===== src/sv/reb_pkg.sv =====
// ----------------------------------------------------------------------------
// reb_pkg
// types and constants shared by the rotary encoder button event blocks
// ----------------------------------------------------------------------------
`default_nettype none

package reb_pkg;

    typedef enum logic [2:0] {
        EV_NONE  = 3'd0,
        EV_RIGHT = 3'd1,
        EV_LEFT  = 3'd2,
        EV_CLICK = 3'd3,
        EV_LONG  = 3'd4
    } t_event;

    typedef enum logic [1:0] {
        DIR_IDLE = 2'd0,
        DIR_CW   = 2'd1,
        DIR_CCW  = 2'd2
    } t_dir;

    typedef enum logic {
        REG_LONG_PRESS = 1'b0,
        REG_DEBOUNCE   = 1'b1
    } t_reg_idx;

    typedef struct packed {
        logic [15:0] long_press_ms;
        logic [15:0] debounce_ms;
    } t_cfg;

    typedef struct packed {
        logic [1:0] quad;
        logic       button;
    } t_sample;

    localparam logic [15:0] LONG_PRESS_RESET = 16'd1000;
    localparam logic [15:0] DEBOUNCE_RESET   = 16'd200;

    localparam int unsigned SEQ_TIMEOUT_MS    = 100;
    localparam int unsigned HOLD_RESET_MS     = 500;
    localparam int unsigned COOLDOWN_MS       = 800;
    localparam int unsigned COOLDOWN_CLEAR_MS = 850;

    localparam logic [1:0] QUAD_REST = 2'b11;

    localparam logic [1:0] CW_SEQ  [4] = '{2'b01, 2'b00, 2'b10, 2'b11};
    localparam logic [1:0] CCW_SEQ [4] = '{2'b10, 2'b00, 2'b01, 2'b11};

    function automatic logic [1:0] seq_code(t_dir dir, logic [1:0] pos);
        seq_code = (dir == DIR_CCW) ? CCW_SEQ[pos] : CW_SEQ[pos];
    endfunction

endpackage

`default_nettype wire


===== src/sv/reb_cfg.sv =====
// ----------------------------------------------------------------------------
// reb_cfg
// apb register file for hold and debounce times
// ----------------------------------------------------------------------------
`default_nettype none

module reb_cfg (
    input  wire logic          i_clk,
    input  wire logic          i_rst_n,
    input  wire logic          psel,
    input  wire logic          penable,
    input  wire logic          pwrite,
    input  wire logic [2:0]    paddr,
    input  wire logic [31:0]   pwdata,
    output logic      [31:0]   prdata,
    output logic               pready,
    output reb_pkg::t_cfg      o_cfg
);

    reb_pkg::t_cfg r_cfg;
    reb_pkg::t_cfg n_cfg;
    reb_pkg::t_reg_idx w_idx;
    logic w_wr;

    assign pready = 1'b1;
    assign w_idx  = reb_pkg::t_reg_idx'(paddr[2]);
    assign w_wr   = psel && penable && pwrite && pready;

    always_comb begin
        n_cfg  = r_cfg;
        prdata = 32'd0;
        case (w_idx)
            reb_pkg::REG_LONG_PRESS: begin
                prdata = {16'd0, r_cfg.long_press_ms};
                if (w_wr) begin
                    n_cfg.long_press_ms = pwdata[15:0];
                end
            end
            reb_pkg::REG_DEBOUNCE: begin
                prdata = {16'd0, r_cfg.debounce_ms};
                if (w_wr) begin
                    n_cfg.debounce_ms = pwdata[15:0];
                end
            end
            default: begin
                prdata = 32'd0;
            end
        endcase
    end

    always_ff @(posedge i_clk) begin
        if (!i_rst_n) begin
            r_cfg.long_press_ms <= reb_pkg::LONG_PRESS_RESET;
            r_cfg.debounce_ms   <= reb_pkg::DEBOUNCE_RESET;
        end else begin
            r_cfg <= n_cfg;
        end
    end

    assign o_cfg = r_cfg;

endmodule

`default_nettype wire


===== src/sv/reb_rot.sv =====
// ----------------------------------------------------------------------------
// reb_rot
// quadrature sequence tracker, reports a full detent step right or left
// ----------------------------------------------------------------------------
`default_nettype none

module reb_rot #(
    parameter int TIME_BITS = 32
) (
    input  wire logic                 i_clk,
    input  wire logic                 i_rst_n,
    input  wire logic                 i_step,
    input  wire logic [1:0]           i_quad,
    input  wire logic [TIME_BITS-1:0] i_now,
    output reb_pkg::t_event           o_event
);

    logic [1:0]           r_last_quad, n_last_quad;
    logic [1:0]           r_pos, n_pos;
    reb_pkg::t_dir        r_dir, n_dir;
    logic [TIME_BITS-1:0] r_stamp, n_stamp;

    logic [TIME_BITS-1:0] w_seq_el;
    logic [1:0]           w_pos;
    reb_pkg::t_dir        w_dir;

    assign w_seq_el = i_now - r_stamp;

    always_comb begin
        n_last_quad = r_last_quad;
        n_pos       = r_pos;
        n_dir       = r_dir;
        n_stamp     = r_stamp;
        o_event     = reb_pkg::EV_NONE;
        w_pos       = r_pos;
        w_dir       = r_dir;
        if (i_quad != r_last_quad && (i_quad ^ r_last_quad) != 2'b11) begin
            n_last_quad = i_quad;
            // timeout restarts the sequence
            if (r_pos != 2'd0 && w_seq_el > TIME_BITS'(reb_pkg::SEQ_TIMEOUT_MS)) begin
                w_pos = 2'd0;
                w_dir = reb_pkg::DIR_IDLE;
            end
            n_pos = w_pos;
            n_dir = w_dir;
            if (w_pos == 2'd0) begin
                if (i_quad == reb_pkg::CW_SEQ[0]) begin
                    n_dir   = reb_pkg::DIR_CW;
                    n_pos   = 2'd1;
                    n_stamp = i_now;
                end else if (i_quad == reb_pkg::CCW_SEQ[0]) begin
                    n_dir   = reb_pkg::DIR_CCW;
                    n_pos   = 2'd1;
                    n_stamp = i_now;
                end
            end else begin
                case (w_dir)
                    reb_pkg::DIR_CW, reb_pkg::DIR_CCW: begin
                        if (i_quad == reb_pkg::seq_code(w_dir, w_pos)) begin
                            if (w_pos == 2'd3) begin
                                o_event = (w_dir == reb_pkg::DIR_CW) ?
                                          reb_pkg::EV_RIGHT : reb_pkg::EV_LEFT;
                                n_pos   = 2'd0;
                                n_dir   = reb_pkg::DIR_IDLE;
                            end else begin
                                n_pos   = w_pos + 2'd1;
                                n_stamp = i_now;
                            end
                        end else if (i_quad == reb_pkg::QUAD_REST) begin
                            n_pos = 2'd0;
                            n_dir = reb_pkg::DIR_IDLE;
                        end
                    end
                    default: begin
                        if (i_quad == reb_pkg::QUAD_REST) begin
                            n_pos = 2'd0;
                            n_dir = reb_pkg::DIR_IDLE;
                        end
                    end
                endcase
            end
        end
    end

    always_ff @(posedge i_clk) begin
        if (!i_rst_n) begin
            r_last_quad <= reb_pkg::QUAD_REST;
            r_pos       <= 2'd0;
            r_dir       <= reb_pkg::DIR_IDLE;
            r_stamp     <= '0;
        end else if (i_step) begin
            r_last_quad <= n_last_quad;
            r_pos       <= n_pos;
            r_dir       <= n_dir;
            r_stamp     <= n_stamp;
        end
    end

endmodule

`default_nettype wire


===== src/sv/reb_btn.sv =====
// ----------------------------------------------------------------------------
// reb_btn
// push button click and long press detection with debounce and cooldown
// ----------------------------------------------------------------------------
`default_nettype none

module reb_btn #(
    parameter int TIME_BITS = 32
) (
    input  wire logic                 i_clk,
    input  wire logic                 i_rst_n,
    input  wire logic                 i_step,
    input  wire logic                 i_button,
    input  wire logic [TIME_BITS-1:0] i_now,
    input  wire reb_pkg::t_cfg        i_cfg,
    output reb_pkg::t_event           o_event
);

    logic                 r_last_button, n_last_button;
    logic [TIME_BITS-1:0] r_press_start, n_press_start;
    logic                 r_press_valid, n_press_valid;
    logic                 r_long_seen, n_long_seen;
    logic [TIME_BITS-1:0] r_last_action, n_last_action;
    logic [TIME_BITS-1:0] r_cool_start, n_cool_start;
    logic                 r_cool_valid, n_cool_valid;

    logic                 w_press_edge;
    logic                 w_release;
    logic [TIME_BITS-1:0] w_el_press;
    logic [TIME_BITS-1:0] w_el_action;
    logic [TIME_BITS-1:0] w_el_cool;
    logic                 w_long_hit;
    logic                 w_cool_active;
    logic                 w_debounced;

    assign w_press_edge  = r_last_button && !i_button;
    assign w_release     = !r_last_button && i_button;
    assign w_el_press    = i_now - (w_press_edge ? i_now : r_press_start);
    assign w_el_action   = i_now - r_last_action;
    assign w_el_cool     = i_now - r_cool_start;
    assign w_debounced   = w_el_action >= TIME_BITS'(i_cfg.debounce_ms);
    assign w_long_hit    = !i_button && (w_press_edge || !r_long_seen) &&
                           (w_press_edge || r_press_valid) &&
                           (w_el_press >= TIME_BITS'(i_cfg.long_press_ms)) &&
                           w_debounced;
    assign w_cool_active = r_cool_valid && (w_el_cool < TIME_BITS'(reb_pkg::COOLDOWN_MS));

    always_comb begin
        n_last_button = i_button;
        n_press_start = r_press_start;
        n_press_valid = r_press_valid;
        n_long_seen   = r_long_seen;
        n_last_action = r_last_action;
        n_cool_start  = r_cool_start;
        n_cool_valid  = r_cool_valid;
        o_event       = reb_pkg::EV_NONE;
        if (w_press_edge) begin
            n_press_start = i_now;
            n_press_valid = 1'b1;
            n_long_seen   = 1'b0;
        end
        if (w_long_hit) begin
            n_long_seen   = 1'b1;
            n_last_action = i_now;
            n_cool_start  = i_now;
            n_cool_valid  = 1'b1;
            o_event       = reb_pkg::EV_LONG;
        end else if (w_release && w_cool_active) begin
            o_event = reb_pkg::EV_NONE;
        end else if (w_release && !r_long_seen && w_debounced) begin
            n_last_action = i_now;
            o_event       = reb_pkg::EV_CLICK;
        end else begin
            if (w_release && r_long_seen &&
                (!r_cool_valid || w_el_cool > TIME_BITS'(reb_pkg::HOLD_RESET_MS))) begin
                n_long_seen = 1'b0;
            end
            if (r_cool_valid && w_el_cool > TIME_BITS'(reb_pkg::COOLDOWN_CLEAR_MS)) begin
                n_cool_valid = 1'b0;
            end
        end
    end

    always_ff @(posedge i_clk) begin
        if (!i_rst_n) begin
            r_last_button <= 1'b1;
            r_press_start <= '0;
            r_press_valid <= 1'b0;
            r_long_seen   <= 1'b0;
            r_last_action <= '0;
            r_cool_start  <= '0;
            r_cool_valid  <= 1'b0;
        end else if (i_step) begin
            r_last_button <= n_last_button;
            r_press_start <= n_press_start;
            r_press_valid <= n_press_valid;
            r_long_seen   <= n_long_seen;
            r_last_action <= n_last_action;
            r_cool_start  <= n_cool_start;
            r_cool_valid  <= n_cool_valid;
        end
    end

endmodule

`default_nettype wire


===== src/sv/rotary_encoder_button_events.sv =====
// ----------------------------------------------------------------------------
// rotary_encoder_button_events
// quadrature encoder and push button sampler producing one event per sample
//
// input channel: i_valid / o_stall carries one pin sample with its
// millisecond timestamp i_now_ms. output channel: o_valid / i_stall carries
// one event code per sample (none, right, left, click, long press).
// a beat in the input register is decoded against the encoder and button
// state as it moves into the result register, on o_event_code from then on.
// throughput: one beat per cycle unless i_stall holds the result register;
// the single decode stage between the input and result registers updates
// sequence state each step and button state only when no turn is decoded.
// stall: while the result register is held by i_stall a second sample waits
// in the input register and o_stall rises; nothing is dropped.
// reset: synchronous; clears both valid flags, sequence and button state,
// and restores hold time 1000 ms and debounce 200 ms. times wrap modulo
// 2^TIME_BITS. registers: long_press_ms at 0x0, debounce_ms at 0x4.
// ----------------------------------------------------------------------------
`default_nettype none

module rotary_encoder_button_events #(
    parameter int TIME_BITS = 32
) (
    input  wire logic        i_clk,
    input  wire logic        i_rst_n,
    input  wire logic        i_valid,
    output logic             o_stall,
    input  wire logic        i_clk_level,
    input  wire logic        i_dt_level,
    input  wire logic        i_button_level,
    input  wire logic [31:0] i_now_ms,
    output logic             o_valid,
    input  wire logic        i_stall,
    output logic [2:0]       o_event_code,
    input  wire logic        psel,
    input  wire logic        penable,
    input  wire logic        pwrite,
    input  wire logic [2:0]  paddr,
    input  wire logic [31:0] pwdata,
    output logic [31:0]      prdata,
    output logic             pready
);

    reb_pkg::t_cfg        w_cfg;
    reb_pkg::t_sample     r_smp;
    logic [TIME_BITS-1:0] r_now;
    logic                 r_in_valid;
    logic                 r_out_valid;
    reb_pkg::t_event      r_ev, n_ev;
    reb_pkg::t_event      w_rot_ev, w_btn_ev;
    logic                 w_out_free;
    logic                 w_step;
    logic                 w_take;

    assign w_out_free = !r_out_valid || !i_stall;
    assign w_step     = r_in_valid && w_out_free;
    assign o_stall    = r_in_valid && !w_out_free;
    assign w_take     = i_valid && !o_stall;

    reb_cfg u_cfg (
        .i_clk   (i_clk),
        .i_rst_n (i_rst_n),
        .psel    (psel),
        .penable (penable),
        .pwrite  (pwrite),
        .paddr   (paddr),
        .pwdata  (pwdata),
        .prdata  (prdata),
        .pready  (pready),
        .o_cfg   (w_cfg)
    );

    reb_rot #(.TIME_BITS(TIME_BITS)) u_rot (
        .i_clk   (i_clk),
        .i_rst_n (i_rst_n),
        .i_step  (w_step),
        .i_quad  (r_smp.quad),
        .i_now   (r_now),
        .o_event (w_rot_ev)
    );

    reb_btn #(.TIME_BITS(TIME_BITS)) u_btn (
        .i_clk    (i_clk),
        .i_rst_n  (i_rst_n),
        .i_step   (w_step && (w_rot_ev == reb_pkg::EV_NONE)),
        .i_button (r_smp.button),
        .i_now    (r_now),
        .i_cfg    (w_cfg),
        .o_event  (w_btn_ev)
    );

    assign n_ev = (w_rot_ev != reb_pkg::EV_NONE) ? w_rot_ev : w_btn_ev;

    always_ff @(posedge i_clk) begin
        if (!i_rst_n) begin
            r_in_valid  <= 1'b0;
            r_out_valid <= 1'b0;
        end else begin
            if (w_take) begin
                r_in_valid <= 1'b1;
            end else if (w_step) begin
                r_in_valid <= 1'b0;
            end
            if (w_step) begin
                r_out_valid <= 1'b1;
            end else if (w_out_free) begin
                r_out_valid <= 1'b0;
            end
        end
    end

    always_ff @(posedge i_clk) begin
        if (w_take) begin
            r_smp.quad   <= {i_clk_level, i_dt_level};
            r_smp.button <= i_button_level;
            r_now        <= TIME_BITS'(i_now_ms);
        end
        if (w_step) begin
            r_ev <= n_ev;
        end
    end

    assign o_valid      = r_out_valid;
    assign o_event_code = r_ev;

endmodule

`default_nettype wire


===== config.mk =====
export PLATFORM = sky130hd
export DESIGN_NAME = rotary_encoder_button_events
export DESIGN_NICKNAME = d
export VERILOG_FILES = /design/src/sv/reb_pkg.sv /design/src/sv/reb_cfg.sv /design/src/sv/reb_rot.sv /design/src/sv/reb_btn.sv /design/src/sv/rotary_encoder_button_events.sv
export SDC_FILE = /design/constraint.sdc
export NUM_CORES = 1
export LEC_CHECK = 0
export BUFFER_PORTS_ARGS = -buffer_cell sky130_fd_sc_hd__buf_4
export CAP_MARGIN = 10
export CORE_UTILIZATION = 35
export CTS_BUF_LIST = sky130_fd_sc_hd__clkbuf_4 sky130_fd_sc_hd__clkbuf_8
export DETAILED_ROUTE_END_ITERATION = 10
export GPL_TIMING_DRIVEN = 0
export PLACE_DENSITY = 0.56
export SETUP_SLACK_MARGIN = 0.3
export SKIP_LAST_GASP = 1
export SLEW_MARGIN = 0
export SYNTH_ARGS = -nofsm -noshare
export SYNTH_HDL_FRONTEND = slang
export SYNTH_SLANG_ARGS = --single-unit

===== constraint.sdc =====
create_clock -name i_clk -period 12.4 [get_ports i_clk]
set_input_delay 2.48 -clock i_clk [delete_from_list [all_inputs] [get_ports i_clk]]
set_output_delay 2.48 -clock i_clk [all_outputs]
set_load 0.02 [all_outputs]

==> qor.yml <==
status:
  status: "complete, no violations"
cts:
  root_buffer: "clkbuf_8"
  post_cts_resized: 0
  cts_made_buffers: 41
  hold_buffers: 0
  clk_pin_slew_ns: 0.06
  post_cts_buffers: 0
  cts_tree: "yes"
  htree_levels: 2
  worstSkewPairLatency_ns: 0.62
  cts_sinks: 210
  cts_max_path_buffers: 3
power:
  finalPower_w: 0.00221
  cellLeakagePower_nw: 8.15
  p_sw_w: 0.000772
  p_comb_frac: 0.303
  pwr-share-clk: 0.347
  peakVddDrop_mv: 0.105
  cellPowerDensity_mw_per_mm2: 112
  swShare: 0.349
  seq_power_share: 0.350
  power.internal_w: 0.00144
floorplan:
  die_w_microns: 225
  initial_core_util: 0.354
  die-height_microns: 225
  rows: 81
  fp.coreArea_sq_mm: 0.0490
  design.die.area_sq_mm: 0.0505
  pin_count: 115
synth:
  synth-seq-cells: 210
  synthArstFlopShare: 0
  synth_edf_count: 38
  synth_cell_types: 92
  ys_dominant_reg_cell: "dfxtp_1"
  syn_avg_cell_area_sq_um: 7.98
  ys_seq_area_frac: 0.264
  synthCells: 2175
  syn_area_sq_mm: 0.0174
  ys_warn_count: 0
sta:
  worst_slew_pin_slew_ns: 0.881
  slew_headroom: 0.413
  fin_crit_sh: 0.663
  tns_ns: 0
  setup_slack_ns: 4.18
  maxSlewViolCount: 0
  clock-skew-final_ns: 0.0466
  hold_viol_final: 0
  fin_crit_ns: 8.22
  rsz0062_at_grt: "false"
  final-setup-viol-count: 0
  whs_ns: 0.456
  fmax_ghz: 0.122
critical_path:
  required_ns: 12.87
  cp_slowest_cell: "or4_1"
  worstPathArrival_ns: 8.69
  cp-end-kind: "register"
  start_kind: "register"
  path_max_fanout: 10
  crit_type: "reg2reg"
  slowest_delay_ns: 0.52
placed_design:
  gp_congestion: 0.908
  place_ws_ns: 4.25
  portBuffers: 77
  dp_hpwl_mm: 41.6
detailed_routing:
  wl_mm: 54.2
  vias_per_cell: 5.40
  drc_errors: 0
  firstDrtPassIters: 5
  antenna_left: 0
  routedWlPerCell_microns: 18.0
  vias: 16200
  drtIter0Drc: 1072
final_layout:
  fillers: 5060
  multi_input_area_sq_mm: 0.0116
  drive_gt1_frac: 0.0861
  seqCellArea_sq_mm: 0.00458
  area_growth_pct: 13.9
  nets: 2555
grt:
  grt_first_pass_wirelength_mm: 84.9
  grt_pass1_vias: 15600
  antenna_found_initial: 2
  grt_start_max_net_pins: 34
  overflow: 0
  globalRouteTotalUtil: 0.213
job:
  cap_violations: 0
hold_path:
  hold_class: "reg2reg"
[logic make-up (layout without fill, tap and decap cells)]
kind of cell,count (synthesis),in the layout,synth area share
mux,136,136,0.0787
xor+xnor,83,83,0.0419
simple gates,695,695,0.193
buf+inv,290,445,0.0687
other cells,2,18,0.000433
flops,210,210,0.264
compound gates,593,593,0.231
fa+ha+maj,166,166,0.121
[final timing paths]
kind / startpoint / endpoint / slack (ns) / depth (start not counted)
max: r_now[0] / u_btn.r_press_start[10] / 4.18 / 27
min reg2reg: u_btn.r_last_action[14] / u_btn.r_last_action[14] / 0.46 / 2
min: u_btn.r_last_action[14] / u_btn.r_last_action[14] / 0.46 / 2
max reg2reg: r_now[0] / u_btn.r_press_start[10] / 4.18 / 27
[routing by layer]
| layer | share of wire | routed length [microns] | up-vias | track usage |
|---|---|---|---|---|
| met5 | 0 | 0 | - | 0 |
| li1 | - | - | 8061 | - |
| met2 | 0.44 | 23800 | 426 | 0.342 |
| met4 | 0.021 | 1160 | 0 | 0.0562 |
| met1 | 0.48 | 26200 | 7690 | 0.294 |
| met3 | 0.056 | 3030 | 65 | 0.0355 |
[cell usage in the layout, fill, tap and decap left out, types with 12 or more instances in the layout]
cell        n
edfxtp_1   38
o21ai_0    86
o21bai_1   14
o21a_1     31
mux2i_1   132
a21o_1     48
dfxtp_1   172
clkbuf_1   80
nor2b_1    82
buf_4      95
a21boi_0   28
or3_1      13
nand3_1    39
o211ai_1   25
nand4_1    34
xor2_1     30
o22ai_1    12
a31oi_1    22
a21oi_1   154
xnor2_1    53
nand2b_1   19
nor2_1    106
nor4_1     14
o211a_1    37
conb_1     17
and3_1     14
ha_1      162
a211oi_1   27
inv_1     179
o31ai_1    14
nand2_1   286
nor3_1     37
clkbuf_8   50
[state kept, by name (all words and copies together) (netlist names)]
| signal | flops |
|---|---|
| r_smp | 3 |
| u_cfg.o_cfg | 32 |
| u_btn.r_cool_valid | 1 |
| u_btn.r_last_button | 1 |
| u_rot.r_dir | 2 |
| u_rot.r_last_quad | 2 |
| o_event_code | 3 |
| o_valid | 1 |
| u_btn.r_cool_start | 32 |
| u_btn.r_last_action | 32 |
| r_now | 32 |
| r_in_valid | 1 |
| u_rot.r_pos | 2 |
| u_btn.r_long_seen | 1 |
| u_btn.r_press_valid | 1 |
| u_rot.r_stamp | 32 |
| u_btn.r_press_start | 32 |
[through the flow]
step,utilization,area [sq um],std cells
2_1_floorplan,-,17400,2190
5_1_grt,0.404,19800,3010
3_3_place_gp,0.384,18800,2931
3_5_place_dp,0.385,18900,2933
4_1_cts,0.404,19800,3009
6_report,0.404,19800,3010
[critical path: cells and delay by family, from the launching register on]
kind | cells | cell delay, ns
buffers and inverters | 5 | 1.15
AND/OR/NAND/NOR | 12 | 3.87
AO/OA/AOI/OAI | 6 | 1.39
adder cells (fa/ha/maj) | 3 | 0.97
XOR/XNOR | 1 | 0.16
flip-flops | 1 | 0.51
[cell type report]
cell class / count / share of cell area
buffer: 111 / 0.0263
tap: 664 / 0.0420
antenna: 1 / 0.000127
multi-input combinational: 1690 / 0.589
sequential: 210 / 0.232
inverter: 179 / 0.0340
timing repair buffer: 79 / 0.0307
clock inverter: 17 / 0.00754
clock buffer: 59 / 0.0382
[cells in the mapped netlist (25+ instances only)]
master	number	share of area
nor2b_1	83	0.030
o21a_1	31	0.013
o21ai_0	86	0.025
inv_1	179	0.039
o211ai_1	25	0.011
a21boi_0	29	0.013
clkbuf_1	80	0.017
edfxtp_1	38	0.066
xor2_1	30	0.015
o211a_1	37	0.021
nand3_1	39	0.011
nand2_1	286	0.062
dfxtp_1	172	0.20
nand4_1	34	0.012
nor3_1	37	0.011
a21o_1	48	0.021
nor2_1	106	0.023
a211oi_1	27	0.012
a21oi_1	154	0.044
xnor2_1	53	0.027
ha_1	162	0.12
mux2i_1	132	0.076
[power groups by stage]
stage / clock network, W / logic (W) / registers (W)
finish: 0.000768 / 0.000670 / 0.000773
global route: 0.000822 / 0.000745 / 0.000776
CTS: 0.000793 / 0.000664 / 0.000773
detailed placement: 0 / 0.000660 / 0.000787
global placement: 0 / 0.000650 / 0.000787
floorplan: 0 / 0.000502 / 0.000763
(Power assumes the default switching activity.)
